### src/rtl/core/rgb_to_yuv420_converter_core_defines.svh
// ----------------------------------------------------------------------------
// rgb_to_yuv420_converter_core_defines
// assertion macros shared by the converter core
// ----------------------------------------------------------------------------
`ifndef RGB_TO_YUV420_CONVERTER_CORE_DEFINES_SVH
`define RGB_TO_YUV420_CONVERTER_CORE_DEFINES_SVH

// same-cycle implication, checked outside reset
`define RTV_ASSERT_IMPL(label, clk, rst_n, ante, cons) \
    label: assert property (@(posedge clk) disable iff (!rst_n) (ante) |-> (cons)) \
        else $error("rtv assertion failed");

// next-cycle implication, checked outside reset
`define RTV_ASSERT_NEXT(label, clk, rst_n, ante, cons) \
    label: assert property (@(posedge clk) disable iff (!rst_n) (ante) |=> (cons)) \
        else $error("rtv assertion failed");

`endif

### src/rtl/core/rtv_fifo.sv
// ----------------------------------------------------------------------------
// rtv_fifo
// small flop-based queue with occupancy count
// ----------------------------------------------------------------------------
module rtv_fifo #(
    parameter int WIDTH = 8,
    parameter int DEPTH = 4,
    parameter int PW    = (DEPTH > 1) ? $clog2(DEPTH) : 1,
    parameter int CNTW  = $clog2(DEPTH + 1)
) (
    input  logic             i_clk,
    input  logic             i_rst_n,
    input  logic             i_push,
    input  logic [WIDTH-1:0] i_wr_data,
    input  logic             i_pop,
    output logic [WIDTH-1:0] o_rd_data,
    output logic             o_full,
    output logic             o_empty,
    output logic [CNTW-1:0]  o_count
);

    logic [WIDTH-1:0] r_mem [DEPTH];
    logic [PW-1:0]    r_wr_ptr, n_wr_ptr;
    logic [PW-1:0]    r_rd_ptr, n_rd_ptr;
    logic [CNTW-1:0]  r_count, n_count;
    logic             w_push, w_pop;

    assign o_full  = (r_count == CNTW'(DEPTH));
    assign o_empty = (r_count == '0);
    assign o_count = r_count;
    assign w_push  = i_push & ~o_full;
    assign w_pop   = i_pop & ~o_empty;
    assign o_rd_data = r_mem[r_rd_ptr];

    always_comb begin
        n_wr_ptr = r_wr_ptr;
        n_rd_ptr = r_rd_ptr;
        n_count  = r_count;
        if (w_push) begin
            n_wr_ptr = (r_wr_ptr == PW'(DEPTH - 1)) ? '0 : r_wr_ptr + PW'(1);
        end
        if (w_pop) begin
            n_rd_ptr = (r_rd_ptr == PW'(DEPTH - 1)) ? '0 : r_rd_ptr + PW'(1);
        end
        if (w_push && !w_pop) begin
            n_count = r_count + CNTW'(1);
        end else if (w_pop && !w_push) begin
            n_count = r_count - CNTW'(1);
        end
    end

    always_ff @(posedge i_clk) begin
        if (!i_rst_n) begin
            r_wr_ptr <= '0;
            r_rd_ptr <= '0;
            r_count  <= '0;
        end else begin
            r_wr_ptr <= n_wr_ptr;
            r_rd_ptr <= n_rd_ptr;
            r_count  <= n_count;
        end
    end

    always_ff @(posedge i_clk) begin
        if (w_push) begin
            r_mem[r_wr_ptr] <= i_wr_data;
        end
    end

endmodule

### config.mk
export PLATFORM = sky130hd
export DESIGN_NAME = rtv_fifo
export DESIGN_NICKNAME = d
export VERILOG_FILES = /design/src/rtl/core/rgb_to_yuv420_converter_core_defines.svh /design/src/rtl/core/rtv_fifo.sv
export SDC_FILE = /design/constraint.sdc
export NUM_CORES = 1
export LEC_CHECK = 0
export BUFFER_PORTS_ARGS = -buffer_cell sky130_fd_sc_hd__buf_2
export CORE_AREA = 2 2 61 63
export DETAILED_ROUTE_END_ITERATION = 10
export DIE_AREA = 0 0 63 65
export PLACE_DENSITY = 0.7
export SLEW_MARGIN = 20
export SYNTH_ARGS = -nofsm -noshare
export SYNTH_HDL_FRONTEND = slang
export SYNTH_SLANG_ARGS = --single-unit
### constraint.sdc
create_clock -name i_clk -period 2.1 [get_ports i_clk]
set_input_delay 0.21 -clock i_clk [delete_from_list [all_inputs] [get_ports i_clk]]
set_output_delay 0.21 -clock i_clk [all_outputs]
set_load 0.03 [all_outputs]
==> out/metrics.yaml, run 1 <==
outcome:
  status: "completed"
route:
  drt-vias-per-instance: 4.94
  drc_errors: 0
  wl_per_cell_um: 14.3
  drt_wl_total_mm: 2.48
  ant_nets: 0
  drt_iter0_markers: 21
  num_vias: 855
  firstDrtPassIters: 2
timing:
  hold_slack_ns: 0.0776
  slew_viol_final: 0
  worst_clock_skew_ns: 0.00656
  fmax_mhz: 483
  setup-violations-final: 0
  fin_crit_sh: 0.986
  hold_violations: 0
  post-route-min-period_ns: 2.07
  max_slew_margin: 0.713
  setup-tns-final_ns: 0
  worst_slew_pin_slew_ns: 0.430
  setup_slack_ns: 0.0304
final_layout:
  area_growth_pct: 20.3
  final_core_util: 0.561
  design_area_sq_um: 1960
  drive_above_1_share: 0.408
  insertedDiodeCount: 0
  layout.cells.non_filler: 173
  fill_cells: 287
  fin_nets: 143
logic_synthesis:
  synth_seq_cells: 41
  avgSynthCellArea_sq_um: 17.5
  synth_fa_ha_area_frac: 0.0583
  synth-simple-area-share: 0.0660
  synth_area_sq_um: 1630
  synth-compound-area-share: 0.0184
  seq_area_frac_synth: 0.700
  synth_top_family_by_area: "multiplexers"
  synth_xor_area_frac: 0.0107
  synthCells: 93
  syn_nets: 112
  synth_cell_types: 23
  synth_mux_area_frac: 0.129
  yosysWarnings: 0
clock_network:
  cts.sink_count: 41
  htreeDepth: 2
  tritoncts: "built"
  cts-root-buf: "clkbuf_4"
  numCtsBuffers: 5
  clkTransAtPathRegs_ns: 0.12
  cts_hold_buffers: 0
  clk_path_buf_depth: 2
  clk_latency_ns: 0.34
setup_path:
  cp_data_arrival_time_ns: 2.32
  worst-path-buf-inv: 1
  critPathLaunchType: "flop"
  crit_required_ns: 2.35
  end_kind: "flop"
  max_stage_delay_ns: 0.40
  critPathKind: "flop to flop"
  crit_family: "adder cells"
  cpMaxStageDelayCell: "dfxtp_4"
  worstPathCellList: "o31ai_4, ha_2, inv_1, fa_1, xor2_1, or3_1, a21boi_0"
  cp_max_fo: 6
grt:
  grt_overflow: 0
  grt_start_max_net_pins: 14
  track_usage: 0.136
  grt_antenna_before_repair: 0
  grt_pass1_vias: 834
  grt_pass1_wl_mm: 3.99
power_and_ir_drop:
  power_frac_comb: 0.317
  power_frac_seq: 0.440
  cellPowerDensity_nw_per_um2: 1280
  p_int_mw: 1.71
  power.switching_mw: 0.792
  p_leak_nw: 0.724
  power_mw: 2.50
  vdd_drop_max_v: 0.000933
  swShare: 0.317
  power.share.clock: 0.243
flow_run:
  maxCapViolations: 0
placed_design:
  dp_cells: 164
  gp_congestion: 0.704
  placed_area_sq_um: 1840
  portBuffers: 24
  dp_hpwl_mm: 1.68
  dp_slack_ns: 0.0783
die:
  die_w_um: 63
  dieArea_sq_um: 4100
  die_h_um: 65
  core_area_sq_um: 3500
  rows: 22
  start_util: 0.466
  ios: 25
worst_hold_path:
  hold_class: "input port to flop"
[timing repair]
action | 4_1_cts | 5_1_grt
buffers inserted | 0 | 1
gates resized for setup | 0 | 3
setup endpoints to repair | 0 | 1
[cells by family after synthesis]
| kind of cell | Yosys count |
|---|---|
| XOR/XNOR | 2 |
| buffers and inverters | 7 |
| AO/OA/AOI/OAI | 5 |
| flip-flops | 41 |
| adder cells (fa/ha/maj) | 7 |
| multiplexers | 11 |
| AND/OR/NAND/NOR | 20 |
[synth_stat cells]
cell,instances,share of area
nor3b_2,1,0.0077
and2_1,5,0.019
nor2b_1,2,0.0077
nand3_1,2,0.0061
clkbuf_1,1,0.0023
buf_1,1,0.0023
nor2_1,2,0.0046
fa_1,1,0.012
ha_1,6,0.046
a21boi_0,1,0.0046
mux2i_1,3,0.018
xor2_1,1,0.0054
mux4_2,8,0.11
dfxtp_1,9,0.11
xnor2_1,1,0.0054
inv_1,3,0.0069
edfxtp_1,32,0.59
nand2_1,6,0.014
buf_2,2,0.0061
o21ai_0,3,0.0092
o31ai_1,1,0.0046
nor3_1,1,0.0031
or3_1,1,0.0038
[final cells by class]
class                   instances  area [sq um]  share of cell area
clock buffers                   5          37.5              0.0191
clock inverters                 3          65.1              0.0332
inverters                       3          11.3             0.00574
multi-input cells              45           485               0.247
flip-flops and latches         41          1150               0.587
well taps                      48          60.1              0.0306
repair buffers                 28           150              0.0765
[power groups by stage]
stage / sequential [mW] / clock, mW / combinational (mW)
3_3_place_gp: 1.10 / 0 / 0.767
6_report: 1.10 / 0.607 / 0.793
2_1_floorplan: 1.13 / 0 / 0.556
3_5_place_dp: 1.12 / 0 / 0.779
5_1_grt: 1.12 / 0.661 / 0.852
4_1_cts: 1.10 / 0.626 / 0.782
[sequential cells by signal (all words and copies together) (netlist names), named ones only]
register	cells
r_rd_ptr	2
r_mem	32
o_count	3
r_wr_ptr	2
[per-layer routing]
metal | track usage | wire length (um)
met1 | 0.160 | 1040
met2 | 0.229 | 1290
met3 | 0.0451 | 116
met4 | 0.0583 | 33
met5 | 0 | 0
[worst register-to-register path, stage by stage (launching register included)]
cell and delay, ns:
dfxtp_4 0.40, o31ai_4 0.26, ha_2 0.22, inv_1 0.06
fa_1 0.38, xor2_1 0.17, or3_1 0.31, a21boi_0 0.20
[path summary, 6_finish.rpt]
kind                              startpoint           to  slack, ns  cells past startpoint
worst max-delay path              o_count[1]   o_count[2]       0.03                      7
worst min-delay path            i_wr_data[3]  r_mem[1][3]       0.08                      1
worst max register to register    o_count[1]   o_count[2]       0.03                      7
worst min register to register   r_wr_ptr[1]  r_wr_ptr[1]       0.52                      2
[placed cells by master, fill, tap and decap left out]
| cell | netlist | layout |
|---|---|---|
| or3_1 | 1 | 1 |
| nor3_1 | 1 | 1 |
| o31ai_4 | 0 | 1 |
| buf_4 | 0 | 4 |
| xor2_1 | 1 | 1 |
| nor2_1 | 2 | 2 |
| nor2b_1 | 2 | 1 |
| inv_1 | 3 | 3 |
| nand3_1 | 2 | 2 |
| mux2i_1 | 3 | 3 |
| bufinv_16 | 0 | 2 |
| nor2b_2 | 0 | 1 |
| ha_1 | 6 | 5 |
| a21boi_0 | 1 | 1 |
| dfxtp_4 | 0 | 3 |
| and2_1 | 5 | 5 |
| edfxtp_1 | 32 | 32 |
| clkbuf_4 | 0 | 5 |
| nor3b_4 | 0 | 1 |
| mux4_2 | 8 | 8 |
| buf_2 | 2 | 24 |
| o21ai_0 | 3 | 3 |
| dfxtp_1 | 9 | 6 |
| clkinv_2 | 0 | 1 |
| nand2_1 | 6 | 6 |
| ha_2 | 0 | 1 |
| xnor2_1 | 1 | 1 |
| fa_1 | 1 | 1 |
Note: power is estimated with default switching activity, not from simulation.
==> run 2, diff against run 1 <==
--- a/config.mk
+++ b/config.mk
@@ -9,7 +9,7 @@
 export CORE_AREA = 2 2 61 63
 export DETAILED_ROUTE_END_ITERATION = 10
 export DIE_AREA = 0 0 63 65
-export PLACE_DENSITY = 0.7
+export PLACE_DENSITY = 0.73
 export SLEW_MARGIN = 20
 export SYNTH_ARGS = -nofsm -noshare
 export SYNTH_HDL_FRONTEND = slang
==> run 2 against run 1 <==
  * Final cell count is the same
  * Global-route usage rose by 1.2 points
  * Wire length is 3.4% higher
  * Die area unchanged
  * Combinational power up 0.5%
  * Critical path depth increased by 1
  * Via count is 0.94% higher
  * Non-clock buffer count did not move
  * Utilization is 1.4 points lower
==> out/metrics.yaml, run 2 (synthesis results as in run 1) <==
setup_path:
  ff2ff_setup_slack_ns: 0.15  # +0.12 ns
  cp.depth: 8  # +1
  cpMaxStageDelayCell: "dfxtp_4"
  worstPathCellList: "nor3b_4, nor2b_2, ha_2, inv_1, fa_2, xor2_1, or3_1, a21boi_1"
  rr_worst_depth: 8  # +1
  critPathCapture: "o_count[2]"
  critPathLaunchType: "flop"
  rr_endpoint: "o_count[2]"
  worst-path-buf-inv: 1  # unchanged
  cp_max_fo: 6  # unchanged
  critPathKind: "flop to flop"
  cp_data_arrival_time_ns: 2.24  # -0.08 ns
  max_stage_delay_ns: 0.38  # -0.02 ns
  crit_family: "simple AND/OR/NAND/NOR gates"
  worstSetupStartpoint: "o_count[2]"
  r2r_start: "o_count[2]"
  crit_required_ns: 2.38  # +0.03 ns
  end_kind: "flop"
route:
  drt_iter0_markers: 27  # +29%
  top_layer_used: "met4"
  wl_per_cell_um: 14.8  # +3.4%
  num_vias: 863  # +0.94%
  met3_length_um: 90  # -22%
  firstDrtPassIters: 4  # +2
  route.met2.wl_mm: 1.33  # +2.9%
  ant_nets: 0  # unchanged
  drc_errors: 0  # unchanged
  met1_length_mm: 1.08  # +3.7%
  drt_wl_total_mm: 2.57  # +3.4%
  drt-vias-per-instance: 4.99  # +0.94%
outcome:
  status: "completed"
grt:
  grt_pass1_vias: 916  # +9.8%
  track_usage: 0.148  # +0.0123
  grt_overflow: 0  # unchanged
  grt_pass1_wl_mm: 4.37  # +9.7%
  grt_antenna_before_repair: 0  # unchanged
  grt_start_max_net_pins: 13  # -1
timing:
  setup-violations-final: 0  # unchanged
  fin_crit_sh: 0.929  # -0.0562
  worst_slew_pin_slew_ns: 0.457  # +0.0267 ns
  max_slew_margin: 0.695  # -0.0178
  post-route-min-period_ns: 1.95  # -0.118 ns
  setup-tns-final_ns: 0  # unchanged
  fmax_mhz: 512  # +6.0%
  rsz0062_at_grt: "false"
  worst_clock_skew_ns: 0.0145  # +0.00789 ns
  hold_violations: 0  # unchanged
  slew_viol_final: 0  # unchanged
clock_network:
  tritoncts: "built"
  cts-root-buf: "clkbuf_4"
  clkTransAtPathRegs_ns: 0.12  # about the same
  cts.sink_count: 41  # unchanged
  htreeDepth: 2  # unchanged
  cts_hold_buffers: 0  # unchanged
  clk_path_buf_depth: 2  # unchanged
  numCtsBuffers: 5  # unchanged
  clk_latency_ns: 0.35  # about the same
die:
  die_h_um: 65  # unchanged
  ios: 25  # unchanged
  start_util: 0.466  # unchanged
  dieArea_sq_um: 4100  # unchanged
  core_area_sq_um: 3500  # unchanged
  die_w_um: 63  # unchanged
  rows: 22  # unchanged
final_layout:
  fin_nets: 143  # unchanged
  final_common_cell: "edfxtp_1"
  insertedDiodeCount: 0  # unchanged
  area_growth_pct: 17.3
  fill_cells: 289  # +0.70%
  drive_above_1_share: 0.400  # -0.00800
  top_register: "r_mem"
  largest_register_ffs: 32  # unchanged
  final_cell_mix: "edfxtp_1 (32), buf_2 (24), mux4_2 (8)"
  final_core_util: 0.547  # -0.0143
placed_design:
  portBuffers: 24  # unchanged
  gp_congestion: 0.733  # +4.0%
  dp_hpwl_mm: 1.82  # +8.4%
power_and_ir_drop:
  p_leak_nw: 0.698  # -3.5%
  cellPowerDensity_nw_per_um2: 1180  # -7.1%
  vdd_drop_max_v: 0.000669  # -28%
worst_hold_path:
  hold_class: "input port to flop"
flow_run:
  maxCapViolations: 0  # unchanged
run 2: power breakdown:
part,switching [mW],leakage (nW),total [mW],internal (mW)
clock,0.245,0.0300,0.366,0.121
combinational,0.461,0.299,0.797,0.335
sequential,0.0933,0.369,1.10,1.01
run 2: layout make-up:
| type | instances | area [sq um] | area share |
|---|---|---|---|
| Sequential cell | 41 | 1150 | 0.603 |
| Multi-Input combinational cell | 45 | 488 | 0.255 |
| Timing Repair Buffer | 28 | 150 | 0.0785 |
| Tap cell | 48 | 60.1 | 0.0314 |
| Clock buffer | 5 | 37.5 | 0.0196 |
| Clock inverter | 3 | 12.5 | 0.00654 |
| Inverter | 3 | 11.3 | 0.00589 |
run 2: worst reg2reg max path, stage by stage, from the launching register on:
cell	delay, ns
dfxtp_4	0.38
nor3b_4	0.15
nor2b_2	0.15
ha_2	0.20
inv_1	0.05
fa_2	0.33
xor2_1	0.15
or3_1	0.31
a21boi_1	0.14
run 2: what timing repair did:
action	4_1_cts	5_1_grt
setup buffers	0	1
resized for setup	3	2
endpoints found under the setup margin	1	1
run 2: worst min path at each step:
stage                  from           to  slack, ns  cells past startpoint
3_3_place_gp   i_wr_data[2]  r_mem[1][2]       0.42                      1
6_report       i_wr_data[2]  r_mem[1][2]       0.07                      1
2_1_floorplan  i_wr_data[0]  r_mem[0][0]       0.31                      0
5_1_grt        i_wr_data[2]  r_mem[0][2]       0.06                      1
3_5_place_dp   i_wr_data[3]  r_mem[2][3]       0.43                      1
4_1_cts        i_wr_data[7]  r_mem[0][7]       0.07                      1
run 2: metal layers:
layer	vias to the layer above	GRT usage
met2	22	0.255
met5	-	0
met4	0	0.0917
met1	424	0.169
met3	8	0.0313
li1	409	-
run 2: stage by stage:
step / area, sq um / hold WS [ns] / std cells / worst slack (ns) / power, mW
after global routing: 1910 / 0.0555 / 173 / 0.0389 / 2.41
after global placement: 1840 / 0.423 / 164 / 0.167 / 1.87
after CTS: 1900 / 0.0651 / 172 / 0.0544 / 2.28
final: 1910 / 0.0666 / 173 / 0.148 / 2.26
after detailed placement: 1840 / 0.429 / 164 / 0.0238 / 1.90
after floorplan: 1650 / 0.309 / 93 / 0.0195 / 1.68
