===== config.mk =====
export PLATFORM = sky130hd
export DESIGN_NAME = rtv_front
export DESIGN_NICKNAME = d
export VERILOG_FILES = /design/src/rtl/core/rgb_to_yuv420_converter_core_defines.svh /design/src/rtl/core/rtv_pkg.sv /design/src/rtl/core/rtv_front.sv
export SDC_FILE = /design/constraint.sdc
export NUM_CORES = 1
export LEC_CHECK = 0
export ABC_CLOCK_PERIOD_IN_PS = 5200
export BUFFER_PORTS_ARGS = -buffer_cell sky130_fd_sc_hd__clkbuf_2
export CAP_MARGIN = 0
export CORE_AREA = 5 5 123 125
export DETAILED_ROUTE_END_ITERATION = 8
export DIE_AREA = 0 0 128 130
export PLACE_DENSITY = 0.77
export SLEW_MARGIN = 20
export SYNTH_ARGS = -nofsm -noshare
export SYNTH_HDL_FRONTEND = slang
export SYNTH_SLANG_ARGS = --single-unit

===== constraint.sdc =====
create_clock -name i_clk -period 5.2 [get_ports i_clk]
set_input_delay 0 -clock i_clk [delete_from_list [all_inputs] [get_ports i_clk]]
set_output_delay 0 -clock i_clk [all_outputs]
set_load 0.005 [all_outputs]

===== src/rtl/core/rgb_to_yuv420_converter_core_defines.svh =====
// ----------------------------------------------------------------------------
// rgb_to_yuv420_converter_core_defines
// assertion macros shared by the converter core
// ----------------------------------------------------------------------------
`ifndef RGB_TO_YUV420_CONVERTER_CORE_DEFINES_SVH
`define RGB_TO_YUV420_CONVERTER_CORE_DEFINES_SVH

// same-cycle implication, checked outside reset
`define RTV_ASSERT_IMPL(label, clk, rst_n, ante, cons) \
    label: assert property (@(posedge clk) disable iff (!rst_n) (ante) |-> (cons)) \
        else $error("rtv assertion failed");

// next-cycle implication, checked outside reset
`define RTV_ASSERT_NEXT(label, clk, rst_n, ante, cons) \
    label: assert property (@(posedge clk) disable iff (!rst_n) (ante) |=> (cons)) \
        else $error("rtv assertion failed");

`endif


===== src/rtl/core/rtv_pkg.sv =====
// ----------------------------------------------------------------------------
// rtv_pkg
// types and constants of the rgb to yuv 4:2:0 converter core
// ----------------------------------------------------------------------------
package rtv_pkg;

    localparam int CFG_W     = 13;
    localparam int CFG_IDX_W = 1;
    localparam int PIX_W     = 8;
    localparam int SUM_W     = 9;

    localparam logic [CFG_W-1:0] WIDTH_RESET  = 13'd1920;
    localparam logic [CFG_W-1:0] HEIGHT_RESET = 13'd1080;

    typedef enum logic [CFG_IDX_W-1:0] {
        REG_FRAME_WIDTH  = 1'b0,
        REG_FRAME_HEIGHT = 1'b1
    } t_cfg_reg;

    // what the back end does with the pair sums of a pixel
    typedef enum logic [1:0] {
        OP_NONE   = 2'd0,
        OP_STORE  = 2'd1,
        OP_DOUBLE = 2'd2,
        OP_MERGE  = 2'd3
    } t_chroma_op;

    typedef struct packed {
        logic [PIX_W-1:0] luma;
        logic             frame_end;
        t_chroma_op       op;
        logic [SUM_W-1:0] sum_r;
        logic [SUM_W-1:0] sum_g;
        logic [SUM_W-1:0] sum_b;
    } t_pix_rec;

    typedef struct packed {
        logic [PIX_W-1:0] luma;
        logic             chroma_valid;
        logic [PIX_W-1:0] cb_value;
        logic [PIX_W-1:0] cr_value;
        logic             frame_end;
    } t_out_rec;

endpackage


===== src/rtl/core/rtv_front.sv =====
// ----------------------------------------------------------------------------
// rtv_front
// frame position tracking, luma and horizontal pair sums per pixel
// ----------------------------------------------------------------------------
module rtv_front #(
    parameter int MAX_WIDTH  = 4096,
    parameter int MAX_HEIGHT = 4096,
    parameter int CW         = $clog2(MAX_WIDTH),
    parameter int RW         = $clog2(MAX_HEIGHT),
    parameter int AW         = 11
) (
    input  logic                              i_clk,
    input  logic                              i_rst_n,
    input  logic                              i_cfg_valid,
    input  logic [rtv_pkg::CFG_IDX_W-1:0]     i_cfg_index,
    input  logic [rtv_pkg::CFG_W-1:0]         i_cfg_data,
    input  logic                              i_accept,
    input  logic [rtv_pkg::PIX_W-1:0]         i_blue,
    input  logic [rtv_pkg::PIX_W-1:0]         i_green,
    input  logic [rtv_pkg::PIX_W-1:0]         i_red,
    output rtv_pkg::t_pix_rec                 o_rec,
    output logic [AW-1:0]                     o_addr
);

    import rtv_pkg::*;

    localparam int XW = (CW + 1 > CFG_W) ? CW + 1 : CFG_W;
    localparam int YW = (RW + 1 > CFG_W) ? RW + 1 : CFG_W;

    logic [CFG_W-1:0]     r_frame_width;
    logic [CFG_W-1:0]     r_frame_height;
    logic [CW-1:0]        r_col, n_col;
    logic [RW-1:0]        r_row, n_row;
    logic [3*PIX_W-1:0]   r_held, n_held;

    logic [XW-1:0]        w_width_ext;
    logic [YW-1:0]        w_height_ext;
    logic [CW-1:0]        w_last_col_idx;
    logic [RW-1:0]        w_last_row_idx;
    logic                 w_last_col, w_last_row, w_have_pair;
    logic [16:0]          w_luma_acc;
    logic [CW-1:0]        w_col_half;

    // configuration registers
    always_ff @(posedge i_clk) begin
        if (!i_rst_n) begin
            r_frame_width  <= WIDTH_RESET;
            r_frame_height <= HEIGHT_RESET;
        end else if (i_cfg_valid) begin
            unique case (t_cfg_reg'(i_cfg_index))
                REG_FRAME_WIDTH:  r_frame_width  <= i_cfg_data;
                REG_FRAME_HEIGHT: r_frame_height <= i_cfg_data;
                default: ;
            endcase
        end
    end

    // zero acts as one, oversize acts as the maximum
    assign w_width_ext  = XW'(r_frame_width);
    assign w_height_ext = YW'(r_frame_height);

    always_comb begin
        if (w_width_ext == '0) begin
            w_last_col_idx = '0;
        end else if (w_width_ext > XW'(MAX_WIDTH)) begin
            w_last_col_idx = CW'(MAX_WIDTH - 1);
        end else begin
            w_last_col_idx = CW'(w_width_ext - XW'(1));
        end
        if (w_height_ext == '0) begin
            w_last_row_idx = '0;
        end else if (w_height_ext > YW'(MAX_HEIGHT)) begin
            w_last_row_idx = RW'(MAX_HEIGHT - 1);
        end else begin
            w_last_row_idx = RW'(w_height_ext - YW'(1));
        end
    end

    assign w_last_col = (r_col >= w_last_col_idx);
    assign w_last_row = (r_row >= w_last_row_idx);
    assign w_col_half = r_col >> 1;
    assign o_addr     = AW'(w_col_half);

    assign w_luma_acc = 17'(i_red) * 17'd66 + 17'(i_green) * 17'd129
                      + 17'(i_blue) * 17'd25 + 17'd128;

    always_comb begin
        o_rec.luma      = 8'(w_luma_acc >> 8) + 8'd16;
        o_rec.frame_end = w_last_col & w_last_row;
        o_rec.sum_r     = '0;
        o_rec.sum_g     = '0;
        o_rec.sum_b     = '0;
        w_have_pair     = 1'b0;
        n_held          = r_held;
        if (!r_col[0] && !w_last_col) begin
            n_held = {i_red, i_green, i_blue};
        end else if (!r_col[0]) begin
            // odd last column: the pixel stands in for its right neighbour
            o_rec.sum_r = {i_red, 1'b0};
            o_rec.sum_g = {i_green, 1'b0};
            o_rec.sum_b = {i_blue, 1'b0};
            w_have_pair = 1'b1;
        end else begin
            o_rec.sum_r = SUM_W'(r_held[3*PIX_W-1:2*PIX_W]) + SUM_W'(i_red);
            o_rec.sum_g = SUM_W'(r_held[2*PIX_W-1:PIX_W]) + SUM_W'(i_green);
            o_rec.sum_b = SUM_W'(r_held[PIX_W-1:0]) + SUM_W'(i_blue);
            w_have_pair = 1'b1;
        end
        if (!w_have_pair) begin
            o_rec.op = OP_NONE;
        end else if (!r_row[0] && !w_last_row) begin
            o_rec.op = OP_STORE;
        end else if (!r_row[0]) begin
            o_rec.op = OP_DOUBLE;
        end else begin
            o_rec.op = OP_MERGE;
        end
    end

    always_comb begin
        n_col = r_col;
        n_row = r_row;
        if (w_last_col) begin
            n_col = '0;
            n_row = w_last_row ? '0 : r_row + RW'(1);
        end else begin
            n_col = r_col + CW'(1);
        end
    end

    always_ff @(posedge i_clk) begin
        if (!i_rst_n) begin
            r_col  <= '0;
            r_row  <= '0;
            r_held <= '0;
        end else if (i_accept) begin
            r_col  <= n_col;
            r_row  <= n_row;
            r_held <= n_held;
        end
    end

endmodule


==> results of run 1 <==
==> power groups by stage <==
| stage | Sequential (uW) | Clock, uW | Combinational [uW] |
|---|---|---|---|
| floorplan | 618 | 0 | 1190 |
| global placement | 625 | 0 | 1760 |
| detailed placement | 626 | 0 | 1820 |
| CTS | 614 | 567 | 1920 |
| global route | 617 | 590 | 2280 |
| finish | 615 | 560 | 2030 |
==> placed cells by master (no fill, tap or decap), types with 20 or more instances in the layout <==
master    Yosys  final
inv_1        74     74
a21oi_1      22     21
xnor2_1      26     26
nor2_1       55     55
a22o_1       26     26
ha_1        123    112
nand2_1     110    110
fa_1         29     28
a21o_1       23     23
o21ai_0      27     26
clkbuf_2      0     87
buf_4        12     20
xor2_1       23     22
o21ai_1      24     25
nand3_1      42     41
a21boi_0     23     23
dfxtp_1      74     74
==> sequential cells by signal, indices dropped and copies added, names as in the netlist <==
| register | flops |
|---|---|
| r_frame_height | 13 |
| r_col | 12 |
| r_held | 24 |
| r_frame_width | 13 |
| r_row | 12 |
==> cell families (layout without fill, tap and decap cells) <==
| family | Yosys count | count (layout) | share of synthesized area [%] |
|---|---|---|---|
| compound gates | 185 | 185 | 17.7 |
| xor+xnor | 49 | 49 | 5.87 |
| fa+ha+maj | 154 | 154 | 29.3 |
| flops | 74 | 74 | 20.3 |
| buf+inv | 119 | 219 | 7.22 |
| simple gates | 298 | 298 | 19.1 |
| mux | 4 | 4 | 0.582 |
==> final cells by class <==
| cell class | count | area, sq um | area share, % |
|---|---|---|---|
| clock buffers | 10 | 229 | 2.69 |
| well taps | 180 | 225 | 2.64 |
| flip-flops and latches | 74 | 1480 | 17.4 |
| repair buffers | 129 | 822 | 9.65 |
| clock inverters | 5 | 32.5 | 0.382 |
| inverters | 75 | 282 | 3.30 |
| multi-input cells | 690 | 5450 | 64.0 |
==> per-stage QoR <==
stage	area [sq um]	power [uW]	hold slack, ps	TNS (ps)
after floorplan	7310	1810	98.1	0
after global placement	7890	2390	246	-334
after detailed placement	7890	2450	244	-455
after CTS	8410	3100	9.96	0
after global routing	8520	3490	30.4	-40.3
final	8520	3200	10.9	0
==> metal layers <==
metal  routed length [um]  vias up  global-route usage (%)  share of wire [%]
met3                  835       28                    4.50                4.7
met1                 8180     3013                    28.3                 46
met4                  326        0                    5.49                1.8
li1                     -     3255                       -                  -
met5                    0        -                       0                  0
met2                 8380      131                    36.6                 47
==> worst reg2reg max path, stage by stage, from the launching register on <==
cell and delay [ps]:
dfxtp_1 340, nor4_1 440, nand2_1 220, or3_1 410, o21ai_0 160, o21ai_1 90
ha_1 270, nand2b_1 140, a21o_1 170, a211o_1 300, a221oi_2 270, o211ai_1 350
nor3_2 720, mux2_2 280
==> final timing paths <==
check                                       start         end  cells after the start  slack, ps
worst min-delay path                    i_blue[1]   r_held[1]                      3         10
worst max register to register  r_frame_height[3]    r_row[0]                     13        980
worst max-delay path                     i_red[1]   o_rec[36]                     21        190
worst min register to register         r_held[21]  r_held[21]                      2        460
==> what timing repair did <==
| action | CTS | global route |
|---|---|---|
| hold endpoints to repair | 32 | 0 |
| gates resized for setup | 8 | 17 |
| buffers inserted | 0 | 2 |
| endpoints found under the setup margin | 2 | 2 |
| hold buffers | 19 | 0 |
| pin swaps | 10 | 12 |
==> results.md, run 1 <==
* Clock Latency Late Sink at 340 ps
* Yosys warns at 0
* Top_reg_cell synth: dfxtp_1
* Critical path arrival at 5010 ps
* DRT Wirelength at 17.7 mm
* Via density at 5.53
* CTS H-tree depth at 3
* CP max stage delay at 500 ps
* CTS max path bufs at 2
* Status: finished, final reports clean
* IO Port Bufs at 90
* Clock share of power at 17.5%
* Critical Path RT at 5200 ps
* Nets at 1,173
* Maximum vdd drop at 1.04 mV
* CORE AREA at 13,800 sq um
* Startpoint types: primary input
* Internal power at 1930 uW
* Syn avg cell area at 8.28 sq um
* CTS Buf Count at 9
* Crit-path slowest cell: fa_1
* Max_slew headroom at 31.6%
* Max-cap violations at 0
* Crit. End Element: primary output
* First-pass GRT wire length at 29.6 mm
* Dpl hpwl at 13.6 mm
* Top cells by count, synth: ha_1, nand2_1, dfxtp_1, inv_1, nor2_1
* Drt initial violations at 343
* Routed WL per cell at 15.2 um
* Ports at 91
* Largest net degree at the start of global routing at 79
* Leak at 0.00421 uW
* CTS tree: done
* Crit Path Max Fanout at 4
* Synth area leaders: ha_1, dfxtp_1, fa_1
* Post-synth ARST share at 0%
* Register area share after synthesis at 20.3%
* Switching share of power at 39.6%
* Congestion Overflow GR at 0
* # diodes at 0
* Ratio of cells with drive above 1 in the final layout at 15.5%
* Antenna Nets Post-Route at 0
* Part of the power in registers at 19.2%
* Hold Crit Class: in2reg
* Fin util at 61.9%
* Final GP Congestion at 0.871
* Clock Pin Slew Worst Setup and Hold Paths at 60 ps
* Worst-Margin Slew at 1030 ps
* Initial Util at 53.1%
* Sw Pwr at 1270 uW
* CP most frequent cell: fa_1
* Place WS at -230 ps
* Die width at 128 um
* Synth area leader: ha_1
* Area of the die at 16,600 sq um
* Largest delay share family, worst path: adder cells
* Final Max Tran Viols at 0
* Drc violations at 0
* Fin. Hold Viols at 0
* Vias in the first global route at 6,354
* Row count at 43
* PD cells at 376 nW/um^2
* Via count at 6,427
* Yosys reg bits at 74
* Most frequent cell after synthesis: ha_1
* Synthesized Nets at 1,077
* Root Driver: clkbuf_16
* Top-area cell type share of the netlist area at 21.1%
* Initial antenna violation count at 0
* Global Route Usage Sum at 21.6%
* Post-Syn Area at 7310 sq um
* Syn Inst Count at 883
* Non-Filler Instances at 1,163
* Synth unique cells at 59
* Tcrit/Tclk final at 96.4%
* Post-route clock skew at 8.51 ps
* Comb pwr share at 63.3%
* Area delta synth->final at 16.6%
* Fmax achieved at 200 MHz
* Cell total after placement at 1,127
* Die H at 130 um
* WS Path Type: in2out
* Min Tclk post-route at 5010 ps
* Layout fillers at 1,192
* Post-synth EDFFs at 0
* TritonRoute pass-1 iters at 4
* Clock sink total at 74
* Crit path cell chain: clkbuf_2 > ha_1 > ha_2 > ha_4 > fa_1 > inv_1 > fa_1 > fa_1 > fa_1 > inv_1 > fa_1 > ha_4 > and4_2 > and3_1 > o21ai_1 > nand2_1 > xor2_1 > ha_2 > xor2_2 > xnor2_1 > buf_2
* WP buf/inv at 4
* Final WS setup at 189 ps
* Final setup violation count at 0
Note: power is estimated with default switching activity, not from simulation.
==> run 2, diff against run 1 <==
CORE_AREA = 3 3 121 123   (was 5 5 123 125)
DIE_AREA = 0 0 124 126   (was 0 0 128 130)
HOLD_SLACK_MARGIN = 0.12   (was unset)
TNS_END_PERCENT = 20   (was unset)
==> run 2 against run 1 <==
Net effect:
- register-to-register slack lost 80 ps
- highest routed layer unchanged
- critical path depth is the same
- total power grew 3.2%
- sequential cell count is the same
==> results.md, run 2 (synthesized netlist as in run 1, its figures left out) <==
* TritonRoute pass-1 iters at 4
* CORE AREA at 13,800 sq um
* Root Driver: clkbuf_16
* Place WS at -222 ps
* Leak at 0.00433 uW
* Max_slew headroom at 35.3%
* Total placed instance area at 7890 sq um
* Row count at 43
* Initial Util at 53.1%
* Layout fillers at 1,169
* Final Hold Slack at 157 ps
* First-pass GRT wire length at 30.4 mm
* Critical Path RT at 5200 ps
* Dpl hpwl at 13.3 mm
* Status: finished, final reports clean
* Post-route clock skew at 8.10 ps
* Initial antenna violation count at 0
* Max reg flops at 24
* Antenna Nets Post-Route at 0
* Reg2Reg Depth at 13
* Area delta synth->final at 19.8%
* Die H at 126 um
* Routed WL per cell at 15.7 um
* Clock sink total at 74
* WHS Path Cells at 4
* CP most frequent cell: ha_1
* Fin util at 63.5%
* Crit. End Element: primary output
* CTS tree: done
* IO Port Bufs at 90
* Setup TNS Final at 0 ps
* Clock Latency Late Sink at 340 ps
* Ratio of cells with drive above 1 in the final layout at 15.1%
* Congestion Overflow GR at 0
* Layout Cell Area excl Fill at 8750 sq um
* CTS H-tree depth at 3
* Largest net degree at the start of global routing at 79
* Global Route Usage Sum at 24.0%
* Vias in the first global route at 6,508
* CP max stage delay at 570 ps
* Final setup violation count at 0
* Ports at 91
* Clock Pin Slew Worst Setup and Hold Paths at 60 ps
* PD cells at 377 nW/um^2
* Drt initial violations at 374
* Via count at 6,566
* Hold Crit Class: in2reg
* Top Registers: r_held: 24 flops, r_frame_height: 13 flops, r_frame_width: 13 flops
* Critical path arrival at 5100 ps
* Final WS setup at 97.0 ps
* Startpoint types: primary input
* Most frequent cells in the layout: ha_1, nand2_1, clkbuf_2
* CTS max path bufs at 2
* Final Max Tran Viols at 0
* Max-cap violations at 0
* Biggest register: r_held
* Fmax achieved at 196 MHz
* # diodes at 0
* WS Path Type: in2out
* Min Tclk post-route at 5100 ps
* Drc violations at 0
* Nets at 1,189
* Crit-path slowest cell: fa_1
* Commonest non-fill, non-tap cell in the layout: ha_1
* Via density at 5.56
* Worst-Margin Slew at 971 ps
* Maximum vdd drop at 1.00 mV
* Final GP Congestion at 0.874
* Crit path cell chain: clkbuf_2 > ha_1 > ha_2 > ha_1 > ha_1 > inv_1 > fa_1 > inv_1 > ha_1 > fa_1 > fa_1 > ha_4 > a21oi_2 > o211ai_1 > buf_4 > a311oi_4 > mux2i_1 > or3_1 > nand3_2 > xnor2_1 > buf_2
* Area of the die at 15,600 sq um
* Crit Path Max Fanout at 3
* Die width at 124 um
* CTS Buf Count at 9
* Fin. Hold Viols at 0
* DRT Wirelength at 18.5 mm
* Tcrit/Tclk final at 98.1%
-- run 2: cell count changes in the layout (fill, tap and decap cells not counted), moves of 2 or more --
cell            previous run  this run
dlymetal6s4s_1             1         5
a21oi_2                    3         5
clkbuf_2                  87        82
a21oi_1                   21        19
dlygate4sd3_1             18        33
-- run 2: critical path, delay by kind of cell --
family | cells | cell delay, ps
fa+ha+maj | 9 | 3290
compound gates | 3 | 560
buf+inv | 5 | 490
simple gates | 2 | 480
mux | 1 | 150
xor+xnor | 1 | 130
-- run 2: final cells by class --
type,count,area (sq um),share of cell area [%]
clock inverters,5,30.0,0.343
flip-flops and latches,74,1480,16.9
inverters,75,282,3.22
multi-input cells,690,5480,62.6
repair buffers,145,1020,11.6
well taps,180,225,2.57
clock buffers,11,243,2.77
-- run 2: final timing paths --
check	from	end	slack, ps
worst max-delay path	i_red[1]	o_rec[37]	100
worst min-delay path	i_cfg_index	r_frame_width[12]	160
worst min register to register	r_held[2]	r_held[2]	460
worst max register to register	r_frame_height[3]	r_row[0]	900
-- run 2: layer usage --
layer  track usage, %  vias up  routed length [um]
met5                0        -                   0
met4             6.44        0                 424
met3             4.58       40                 920
met2             40.6      181                8910
met1             31.0     3061                8290
li1                 -     3284                   -
-- run 2: metrics by stage --
step                power (uW)  cells
global route              3590   1180
global placement          2380   1127
finish                    3300   1180
CTS                       3110   1182
detailed placement        2420   1127
floorplan                 1810    883
-- run 2: report_power, final --
group / internal (uW) / switching (uW)
registers: 591 / 22.7
logic: 1070 / 1050
clock network: 333 / 235
total: 1990 / 1310
-- run 2: what timing repair did --
item,4_1_cts,5_1_grt
setup endpoints to repair,2,2
hold buffers,38,0
pin swaps,7,11
gates resized for setup,7,29
buffers inserted,1,2
endpoints found under the hold margin,52,0
